==> config.mk <==
export PLATFORM = sky130hd
export DESIGN_NAME = pixel_readout_stream_decoder
export DESIGN_NICKNAME = d
export VERILOG_FILES = /design/src/design/prsd_pkg.sv /design/src/design/pixel_readout_stream_decoder.sv /design/src/design/prsd_decode.sv
export SDC_FILE = /design/constraint.sdc
export NUM_CORES = 1
export LEC_CHECK = 0
export BUFFER_PORTS_ARGS = -buffer_cell sky130_fd_sc_hd__buf_4
export CAP_MARGIN = 30
export CORE_MARGIN = 3
export CORE_UTILIZATION = 45
export CTS_BUF_LIST = sky130_fd_sc_hd__clkbuf_16
export CTS_CLUSTER_DIAMETER = 30
export DETAILED_ROUTE_END_ITERATION = 8
export GPL_ROUTABILITY_DRIVEN = 0
export PLACE_DENSITY = 0.75
export SYNTH_ARGS = -nofsm -noshare
export SYNTH_HDL_FRONTEND = slang
export SYNTH_SLANG_ARGS = --single-unit
==> constraint.sdc <==
create_clock -name clk -period 3.9 [get_ports clk]
set_input_delay 0.78 -clock clk [delete_from_list [all_inputs] [get_ports clk]]
set_output_delay 0.78 -clock clk [all_outputs]
set_load 0.01 [all_outputs]
==> src/design/prsd_pkg.sv <==
`timescale 1ns / 1ps
// ----------------------------------------------------------------------------
// prsd_pkg
// Shared types, constants and pixel formatting for the readout stream decoder.
// ----------------------------------------------------------------------------
package prsd_pkg;

  typedef enum logic [1:0] {
    KIND_PIXEL      = 2'd0,
    KIND_BAD_HEADER = 2'd1,
    KIND_INCOMPLETE = 2'd2
  } kind_t;

  typedef enum logic [1:0] {
    PHASE_HEADER = 2'd0,
    PHASE_FIRST  = 2'd1,
    PHASE_SECOND = 2'd2
  } phase_t;

  // module-mode qualifiers (word bits 7:4)
  localparam logic [3:0] Q_PIX_FIRST = 4'd1;
  localparam logic [3:0] Q_PIX_NEXT  = 4'd2;
  localparam logic [3:0] Q_PIX_LAST  = 4'd6;
  localparam logic [3:0] Q_CHIP      = 4'd7;
  localparam logic [3:0] Q_HDR_FIRST = 4'd8;
  localparam logic [3:0] Q_HDR_NEXT  = 4'd9;
  localparam logic [3:0] Q_HDR_LAST  = 4'd11;

  // single-chip framing
  localparam logic [15:0] HDR_MASK  = 16'h8FFC;
  localparam logic [15:0] HDR_MATCH = 16'h87F8;
  localparam int          MARK_BIT  = 15;
  localparam logic [7:0]  ROW_BASE  = 8'd80;
  localparam logic [7:0]  CHIP_NONE = 8'hFF;

  // configuration register map (byte address bit 2 selects the register)
  localparam logic REG_MODULE_MODE = 1'b0;

  typedef struct packed {
    logic [23:0] pixel_shift;
    logic        half_toggle;
    logic [7:0]  chip_counter;
    logic [15:0] header_nibbles;
    phase_t      frame_phase;
    logic [11:0] held_half;
    logic        halted;
  } state_t;

  localparam state_t STATE_RESET = '{
    pixel_shift:    24'd0,
    half_toggle:    1'b1,
    chip_counter:   CHIP_NONE,
    header_nibbles: 16'd0,
    frame_phase:    PHASE_HEADER,
    held_half:      12'd0,
    halted:         1'b0
  };

  typedef struct packed {
    kind_t       kind;
    logic        hits;
    logic [7:0]  pulse_height;
    logic [6:0]  column;
    logic [7:0]  row;
    logic [7:0]  chip_index;
    logic        module_half;
    logic [31:0] packed_address;
  } result_t;

  function automatic result_t make_error(kind_t kind);
    result_t r;
    r      = '0;
    r.kind = kind;
    return r;
  endfunction

  // base-6 address decode of a raw 24-bit pixel word
  function automatic result_t make_pixel(logic [23:0] raw, logic [7:0] chip, logic half);
    result_t     r;
    logic [14:0] a;
    logic [5:0]  dc;
    logic [8:0]  ri;
    logic [6:0]  col;
    logic [7:0]  rowv;
    a    = raw[23:9];
    dc   = 6'({3'b000, a[14:12]} * 6'd6) + {3'b000, a[11:9]};
    ri   = 9'({6'd0, a[8:6]} * 9'd36) + 9'({6'd0, a[5:3]} * 9'd6) + {6'd0, a[2:0]};
    col  = {dc, 1'b0} + {6'd0, ri[0]};
    rowv = ROW_BASE - ri[8:1];
    r.kind           = KIND_PIXEL;
    r.hits           = 1'b1;
    r.pulse_height   = {raw[8:5], raw[3:0]};
    r.column         = col;
    r.row            = rowv;
    r.chip_index     = chip;
    r.module_half    = half;
    r.packed_address = {7'd0, half, chip, 1'b0, col, rowv};
    return r;
  endfunction

endpackage

==> src/design/pixel_readout_stream_decoder.sv <==
`timescale 1ns / 1ps
// ----------------------------------------------------------------------------
// pixel_readout_stream_decoder
// Decodes 16-bit readout words into pixel hits and framing errors.
//
//   channel  direction  handshake            payload
//   in       sink       in_valid / in_stall  word, last
//   out      source     out_valid/ out_stall kind, hits, pulse_height, column,
//                                            row, chip_index, module_half,
//                                            packed_address
//   cfg      APB slave  psel/penable/pready  module_mode at byte address 0
//
// one item per cycle sustained while in_stall is low; an item waits in the input
// register and its result is loaded into the output register when it advances.
// the decode and running-state update sit between those two registers.
// reset clears the running state, the mode register and both valid flags.
// a stalled result holds the output register; the input register keeps
// advancing for items that give no result, and in_stall rises only when
// the held item needs the output register while it is stalled.
// ----------------------------------------------------------------------------
module pixel_readout_stream_decoder (
  input  logic        clk,
  input  logic        rst,
  input  logic        in_valid,
  output logic        in_stall,
  input  logic [15:0] word,
  input  logic        last,
  output logic        out_valid,
  input  logic        out_stall,
  output logic [1:0]  kind,
  output logic        hits,
  output logic [7:0]  pulse_height,
  output logic [6:0]  column,
  output logic signed [7:0] row,
  output logic [7:0]  chip_index,
  output logic        module_half,
  output logic [31:0] packed_address,
  input  logic        psel,
  input  logic        penable,
  input  logic        pwrite,
  input  logic [2:0]  paddr,
  input  logic [31:0] pwdata,
  output logic [31:0] prdata,
  output logic        pready
);

  logic              module_mode;
  logic              s1_valid;
  logic [15:0]       s1_word;
  logic              s1_last;
  prsd_pkg::state_t  state;
  prsd_pkg::state_t  state_next;
  logic              has_result;
  prsd_pkg::result_t result_next;
  prsd_pkg::result_t res;
  logic              advance;
  logic              accept_in;
  logic              out_taken;
  logic              cfg_write;

  prsd_decode u_decode (
    .state       (state),
    .module_mode (module_mode),
    .word        (s1_word),
    .last        (s1_last),
    .state_next  (state_next),
    .has_result  (has_result),
    .result      (result_next)
  );

  assign out_taken = out_valid && !out_stall;
  assign advance   = s1_valid && (!has_result || !out_valid || !out_stall);
  assign in_stall  = s1_valid && !advance;
  assign accept_in = in_valid && !in_stall;

  assign pready    = 1'b1;
  assign cfg_write = psel && penable && pwrite && pready;
  assign prdata    = (paddr[2] == prsd_pkg::REG_MODULE_MODE) ? {31'd0, module_mode} : 32'd0;

  always_ff @(posedge clk) begin
    if (rst) begin
      s1_valid    <= 1'b0;
      out_valid   <= 1'b0;
      state       <= prsd_pkg::STATE_RESET;
      module_mode <= 1'b0;
    end else begin
      if (accept_in) begin
        s1_valid <= 1'b1;
      end else if (advance) begin
        s1_valid <= 1'b0;
      end

      if (advance) begin
        state <= state_next;
      end

      if (advance && has_result) begin
        out_valid <= 1'b1;
      end else if (out_taken) begin
        out_valid <= 1'b0;
      end

      if (cfg_write && paddr[2] == prsd_pkg::REG_MODULE_MODE) begin
        module_mode <= pwdata[0];
      end
    end
  end

  // payload registers
  always_ff @(posedge clk) begin
    if (accept_in) begin
      s1_word <= word;
      s1_last <= last;
    end
    if (advance && has_result) begin
      res <= result_next;
    end
  end

  assign kind           = res.kind;
  assign hits           = res.hits;
  assign pulse_height   = res.pulse_height;
  assign column         = res.column;
  assign row            = res.row;
  assign chip_index     = res.chip_index;
  assign module_half    = res.module_half;
  assign packed_address = res.packed_address;

endmodule

==> src/design/prsd_decode.sv <==
`timescale 1ns / 1ps
// ----------------------------------------------------------------------------
// prsd_decode
// Per-word decode: next running state and the optional result for one item.
// ----------------------------------------------------------------------------
module prsd_decode (
  input  prsd_pkg::state_t  state,
  input  logic              module_mode,
  input  logic [15:0]       word,
  input  logic              last,
  output prsd_pkg::state_t  state_next,
  output logic              has_result,
  output prsd_pkg::result_t result
);

  logic [3:0]  d;
  logic [3:0]  q;
  logic        marked;
  logic [23:0] shift_next;

  assign d          = word[3:0];
  assign q          = word[7:4];
  assign marked     = word[prsd_pkg::MARK_BIT];
  assign shift_next = {state.pixel_shift[19:0], d};

  always_comb begin
    state_next = state;
    has_result = 1'b0;
    result     = prsd_pkg::make_error(prsd_pkg::KIND_PIXEL);

    if (!state.halted) begin
      if (module_mode) begin
        if (q == prsd_pkg::Q_PIX_FIRST) begin
          state_next.pixel_shift = {20'd0, d};
        end else if (q >= prsd_pkg::Q_PIX_NEXT && q <= prsd_pkg::Q_PIX_LAST) begin
          state_next.pixel_shift = shift_next;
          if (q == prsd_pkg::Q_PIX_LAST) begin
            has_result = 1'b1;
            result     = prsd_pkg::make_pixel(shift_next, state.chip_counter,
                                              state.half_toggle);
          end
        end else if (q == prsd_pkg::Q_CHIP) begin
          state_next.chip_counter = state.chip_counter + 8'd1;
        end else if (q == prsd_pkg::Q_HDR_FIRST) begin
          state_next.header_nibbles = {12'd0, d};
        end else if (q >= prsd_pkg::Q_HDR_NEXT && q <= prsd_pkg::Q_HDR_LAST) begin
          state_next.header_nibbles = {state.header_nibbles[11:0], d};
          if (q == prsd_pkg::Q_HDR_LAST) begin
            state_next.half_toggle  = ~state.half_toggle;
            state_next.chip_counter = prsd_pkg::CHIP_NONE;
          end
        end
      end else begin
        if (state.frame_phase == prsd_pkg::PHASE_SECOND) begin
          has_result = 1'b1;
          if (marked) begin
            state_next.halted = 1'b1;
            result            = prsd_pkg::make_error(prsd_pkg::KIND_INCOMPLETE);
          end else begin
            state_next.frame_phase = prsd_pkg::PHASE_FIRST;
            result = prsd_pkg::make_pixel({state.held_half, word[11:0]}, 8'd0, 1'b0);
          end
        end else if (state.frame_phase == prsd_pkg::PHASE_HEADER || marked) begin
          if ((word & prsd_pkg::HDR_MASK) != prsd_pkg::HDR_MATCH) begin
            state_next.halted = 1'b1;
            has_result        = 1'b1;
            result            = prsd_pkg::make_error(prsd_pkg::KIND_BAD_HEADER);
          end else begin
            state_next.frame_phase = prsd_pkg::PHASE_FIRST;
          end
        end else begin
          state_next.held_half   = word[11:0];
          state_next.frame_phase = prsd_pkg::PHASE_SECOND;
          // a first half on the buffer's last word can never be completed
          if (last) begin
            state_next.halted = 1'b1;
            has_result        = 1'b1;
            result            = prsd_pkg::make_error(prsd_pkg::KIND_INCOMPLETE);
          end
        end
      end
    end

    if (last) begin
      state_next = prsd_pkg::STATE_RESET;
    end
  end

endmodule
### Yosys cells after proc, flatten, opt, wreduce, memory -nomap -nowiden

Cells that the tools add are included.

* add/sub/neg operators: 11
* multiply operators: 6
* divide/modulo/power cells: 0
* $lt $le $gt $ge: 4
* eq/ne operators: 18
* shifts and indexed selects: 0
* mux-type cells: 47
* bitwise operators: 2
* reductions and logical operators: 34

Operators with widths (number)
* $mux W67: 6
* $mux W65: 2
* $mux W60: 2
* $mux W25: 3
* $mux W66: 1
* $mux W45: 1
* $mux W20: 2
* $mux W16: 2
* $mux W12: 2
* $mul A3 B2 Y5 const B: 4
* $add A9 B3 Y9: 2
* $add A9 B6 Y9: 2
* $mux W1: 18
* $mux W9: 2
* $sub A7 B8 Y8 const A: 2
* $mux W15: 1
* $add A7 B1 Y7: 2
* $mul A3 B4 Y7 const B: 2
* $ne A2 B2 Y1 const B: 7
* $add A6 B3 Y6: 2
* $reduce_bool A3 Y1: 4
* $ne A11 B11 Y1 const B: 1
* $logic_and A1 B1 Y1: 10
* $reduce_and A5 Y1: 2
* 24 further kinds: 40

* register bits: 143
* bits in latches: 0
* memory bits (writable): 0
* memory bits (read-only): 0
* input bits: 59
* output and inout port bits: 102
* logic and storage cells: 142
* memories: 0

### Longest topological paths before layout

* depth in word-level cells: 15
* mapped depth: 13

### Modules after synthesis

Synthesis repeated with hierarchy kept, for this count alone.

* cells, all modules: 891
* area, all modules: 8993.6 um^2

By module, submodules not included
* pixel_readout_stream_decoder: instances 1, cells an instance 412, area an instance 5785.5 um^2, seq. area each 3863.7 um^2
* prsd_decode: instances 1, cells an instance 479, area an instance 3208.1 um^2, seq. area each 0.0 um^2

### Worst setup path after synthesis

OpenSTA, ideal clock, no wires.

* path kind: register to register
* start: register state[2] (netlist name)
* end: register res, in the netlist packed_address[7] (data pin)
* library setup time: 265 ps
* data arrival time: 2931 ps
* data required time: 3635 ps
* path slack: 704 ps
* stages on the path, launching flop included: 12
* buffers on the path: 0
* period minus slack after synthesis: 3196 ps
* cell sequence: dfxtp_1 -> ha_1 -> fa_1 -> ha_1 -> inv_1 -> fa_1 -> or3b_2 -> nor2_1 -> nor3_1 -> o21a_1 -> o21ai_0 -> o32ai_1

* word-level cells in the longest chain between the ends: 7

Ends and longest elaborated chain
* $mul A3 B2 Y5: RTL line prsd_pkg.sv:87 `ri = 9'({6'd0, a[8:6]} * 9'd36) + 9'({6'd0, a[5:3]} * 9'd6) + {6'd0, a[2:0]};`
* $add A9 B6 Y9: RTL line prsd_pkg.sv:87
* $add A9 B3 Y9: RTL line prsd_pkg.sv:87
* $sub A7 B8 Y8: RTL line prsd_pkg.sv:89 `rowv = ROW_BASE - ri[8:1];`
* $mux W67: RTL line prsd_decode.sv:56 `if (marked) begin`
* $mux W67: RTL line prsd_decode.sv:54 `if (state.frame_phase == prsd_pkg::PHASE_SECOND) begin`
* $mux W67: RTL line prsd_decode.sv:32 `if (module_mode) begin`
* end signal: assignment: RTL line pixel_readout_stream_decoder.sv:116 `res <= result_next;`
* end: declaration: RTL line pixel_readout_stream_decoder.sv:55 `prsd_pkg::result_t res;`

No other way between the ends.
A chain may end at the register's enable or synchronous reset.

### Worst setup path after layout

* start: register state[49] (netlist name)
* end: register res, in the netlist packed_address[7] (data pin)

* word-level cells in the longest chain between the ends: 8

Ends and longest elaborated chain
* $mul A3 B2 Y5: RTL line prsd_pkg.sv:87
* $add A9 B6 Y9: RTL line prsd_pkg.sv:87
* $add A9 B3 Y9: RTL line prsd_pkg.sv:87
* $sub A7 B8 Y8: RTL line prsd_pkg.sv:89
* $mux W65: RTL line prsd_decode.sv:37 `if (q == prsd_pkg::Q_PIX_LAST) begin`
* $mux W65: RTL line prsd_decode.sv:35 `end else if (q >= prsd_pkg::Q_PIX_NEXT && q <= prsd_pkg::Q_PIX_LAST) begin`
* $mux W67: RTL line prsd_decode.sv:33 `if (q == prsd_pkg::Q_PIX_FIRST) begin`
* $mux W67: RTL line prsd_decode.sv:32

No other way between the ends.

==> impl_metrics.yaml <==
die:
  core_um2: 12670
  initial_core_util_pct: 46.30
  die_height_um: 120.2
  die_w_um: 120.2
  dieArea_um2: 14440
  num_rows: 41
  boundaryPins: 161
yosys:
  yosysSeqAreaShare_pct: 41.12
  synth-xor-area-share_pct: 3.434
  synth-simple-area-share_pct: 17.25
  synth_top_family_by_area: "simple AND/OR/NAND/NOR gates"
  synth_area_leaders: "edfxtp_1 25%, dfxtp_1 16%, buf_4 8.3%"
  synth_edf_count: 49
  async_reset_ff_share_pct: 0
  synth_cells: 596
  postSynthAreaPerCell_um2: 9.844
  synth_ff_type: "edfxtp_1"
  synth_seq_cells: 96
  netlist_area_um2: 5867
  synth_most_common_cell: "buf_4"
  synth_top_area_share_pct: 25.08
  muxShareOfSynthArea_pct: 0.3412
  yosys-top-cells-count: "65 x buf_4, 49 x edfxtp_1, 47 x dfxtp_1"
  synth.distinct_cells: 57
  ys_warn_count: 0
  synth-compound-area-share_pct: 13.73
  yosys.area.top_type: "edfxtp_1"
  yosys.area_share.adder_pct: 11.30
setup_path:
  path_depth: 10
  path_buf_inv: 1
  cp-start-kind: "flip-flop"
  rr_worst_depth: 10
  critPathKind: "reg2reg"
  end_kind: "flip-flop"
  crit_fanout: 6
  path_cells: "ha_1 > fa_1 > ha_1 > inv_1 > fa_1 > xor2_1 > a311oi_1 > o21a_1 > o21ai_0 > o32ai_1"
  crit_family: "adder cells"
  cp.required_ns: 4.06
  r2r_setup_slack_ns: 0.44
  worstPathArrival_ns: 3.63
  slowest_stage: "a311oi_1"
  slowest_delay_ns: 0.60
sta:
  setup_slack_ns: 0.4355
  slew_viol_final: 0
  slew_headroom_pct: 35.22
  rsz0062_at_grt: "no"
  timing.final.crit_share_pct: 88.83
  fin_worst_skew_ns: 0.009144
  finalSetupTns_ns: 0
  period_minus_slack_ns: 3.464
  worstMarginPinSlew_ns: 0.9664
  fmax_mhz: 288.6
  hold_viol: 0
  setup_viol: 0
status:
  status: "complete, no violations"
finish:
  antenna_cells: 0
  fill_cells: 1136
  syn_to_final_growth_pct: 11.86
  drive_above_1_share_pct: 18.10
  final_nets: 753
global_route:
  grt_pass1_wl_mm: 19.22
  antenna_found_initial: 0
  grt_pass1_vias: 4063
  gr-total-overflow: 0
  grt_max_degree: 41
  grt_usage_pct: 16.35
power:
  total_power_mw: 2.142
  p_leak_nw: 2.637
  ir_worst_vdd_mv: 0.1929
  power-per-cell-area_nw_per_um2: 326.4
placed_design:
  pre_cts_slack_ns: 0.4298
  dpl.hpwl_mm: 8.991
  port_buffers: 84
clocking:
  h-tree-depth: 3
  holdBufCountCts: 0
  clk_latency_ns: 0.35
  clock-sinks: 96
  cts-resized-gates: 0
  cts_max_path_buffers: 2
  cts.reportedPaths.clkPinSlew_ns: 0.06
  cts_tree: "built"
  post_cts_buffers: 0
  cts_root_buffer: "clkbuf_16"
  cts_buffers: 9
drt:
  route.detailed.drc: 0
  first_pass_iters: 6
  wl_per_cell_um: 14.54
  ant_nets: 0
  vias_per_cell: 5.180
  vias: 4268
  drt_wl_total_mm: 11.98
  first_iter_violations: 273
run:
  maxCapViolCount: 0
min_path:
  hold_depth: 2
  min_path_type: "reg2reg"
-- report_power, final --
group	switching [mW]	total, mW	internal (mW)
Sequential	0.0322	1.13	1.09
Combinational	0.124	0.215	0.0909
Clock	0.374	0.800	0.426
Total	0.530	2.14	1.61
-- cells in the final DEF, fill, tap and decap left out, types with 17 or more instances in the layout --
master and instances:
o21ai_0 17, conb_1 40, buf_4 87, dfxtp_1 47, nand2_1 23, nor2_1 30, nand2b_1 29, a21oi_1 38
inv_1 39, edfxtp_1 49, nand3_1 36, xnor2_1 17, ha_1 37
-- final timing paths --
| check | start | endpoint |
|---|---|---|
| setup reg to reg | state[49] | packed_address[7] |
| hold / removal | state[8] | state[8] |
| setup / recovery | state[49] | packed_address[7] |
| hold reg to reg | state[8] | state[8] |
-- layout make-up --
type / instances / area, µm² / share of cell area (%)
clock buffer: 9 / 225.2 / 3.432
clock inverter: 7 / 40.04 / 0.6101
inverter: 37 / 138.9 / 2.116
multi-input combinational: 415 / 2858 / 43.55
sequential: 96 / 2412 / 36.76
tap: 172 / 215.2 / 3.279
timing repair buffer: 88 / 673.1 / 10.26
-- cells by family after synthesis --
| family | count (synthesis) |
|---|---|
| flip-flops | 96 |
| adder cells (fa/ha/maj) | 47 |
| multiplexers | 2 |
| XOR/XNOR | 23 |
| AO/OA/AOI/OAI | 120 |
| other | 2 |
| buffers and inverters | 123 |
| AND/OR/NAND/NOR | 183 |
-- layer usage --
layer / GRT usage (%) / up-vias / share of wire (%)
li1: - / 2083 / -
met1: 21.71 / 2028 / 44
met2: 26.48 / 137 / 48
met3: 3.227 / 20 / 5.9
met4: 6.299 / 0 / 2.0
met5: 0 / - / 0
-- registers in the layout (all words and copies together), names as in the netlist, 2 cells and up --
name            flops
state              44
s1_word            13
pulse_height        8
chip_index          7
row                 7
column              6
packed_address      4
kind                2
-- tightest hold or removal path: stages, from the launching register on --
cell and delay [ns]:
dfxtp_1 0.31, nand2_1 0.05, o21ai_1 0.05
-- through the flow --
step | hold WS (ns) | utilization (%) | instance area [µm²] | cells
5_1_grt | 0.4832 | 51.79 | 6563 | 824
4_1_cts | 0.4571 | 51.79 | 6563 | 824
3_5_place_dp | 0.4483 | 49.70 | 6297 | 808
6_report | 0.4575 | 51.79 | 6563 | 824
2_1_floorplan | 0.4281 | - | 6010 | 634
3_3_place_gp | 0.4462 | 49.70 | 6297 | 808
No activity file was read; power rests on OpenSTA's default activity.
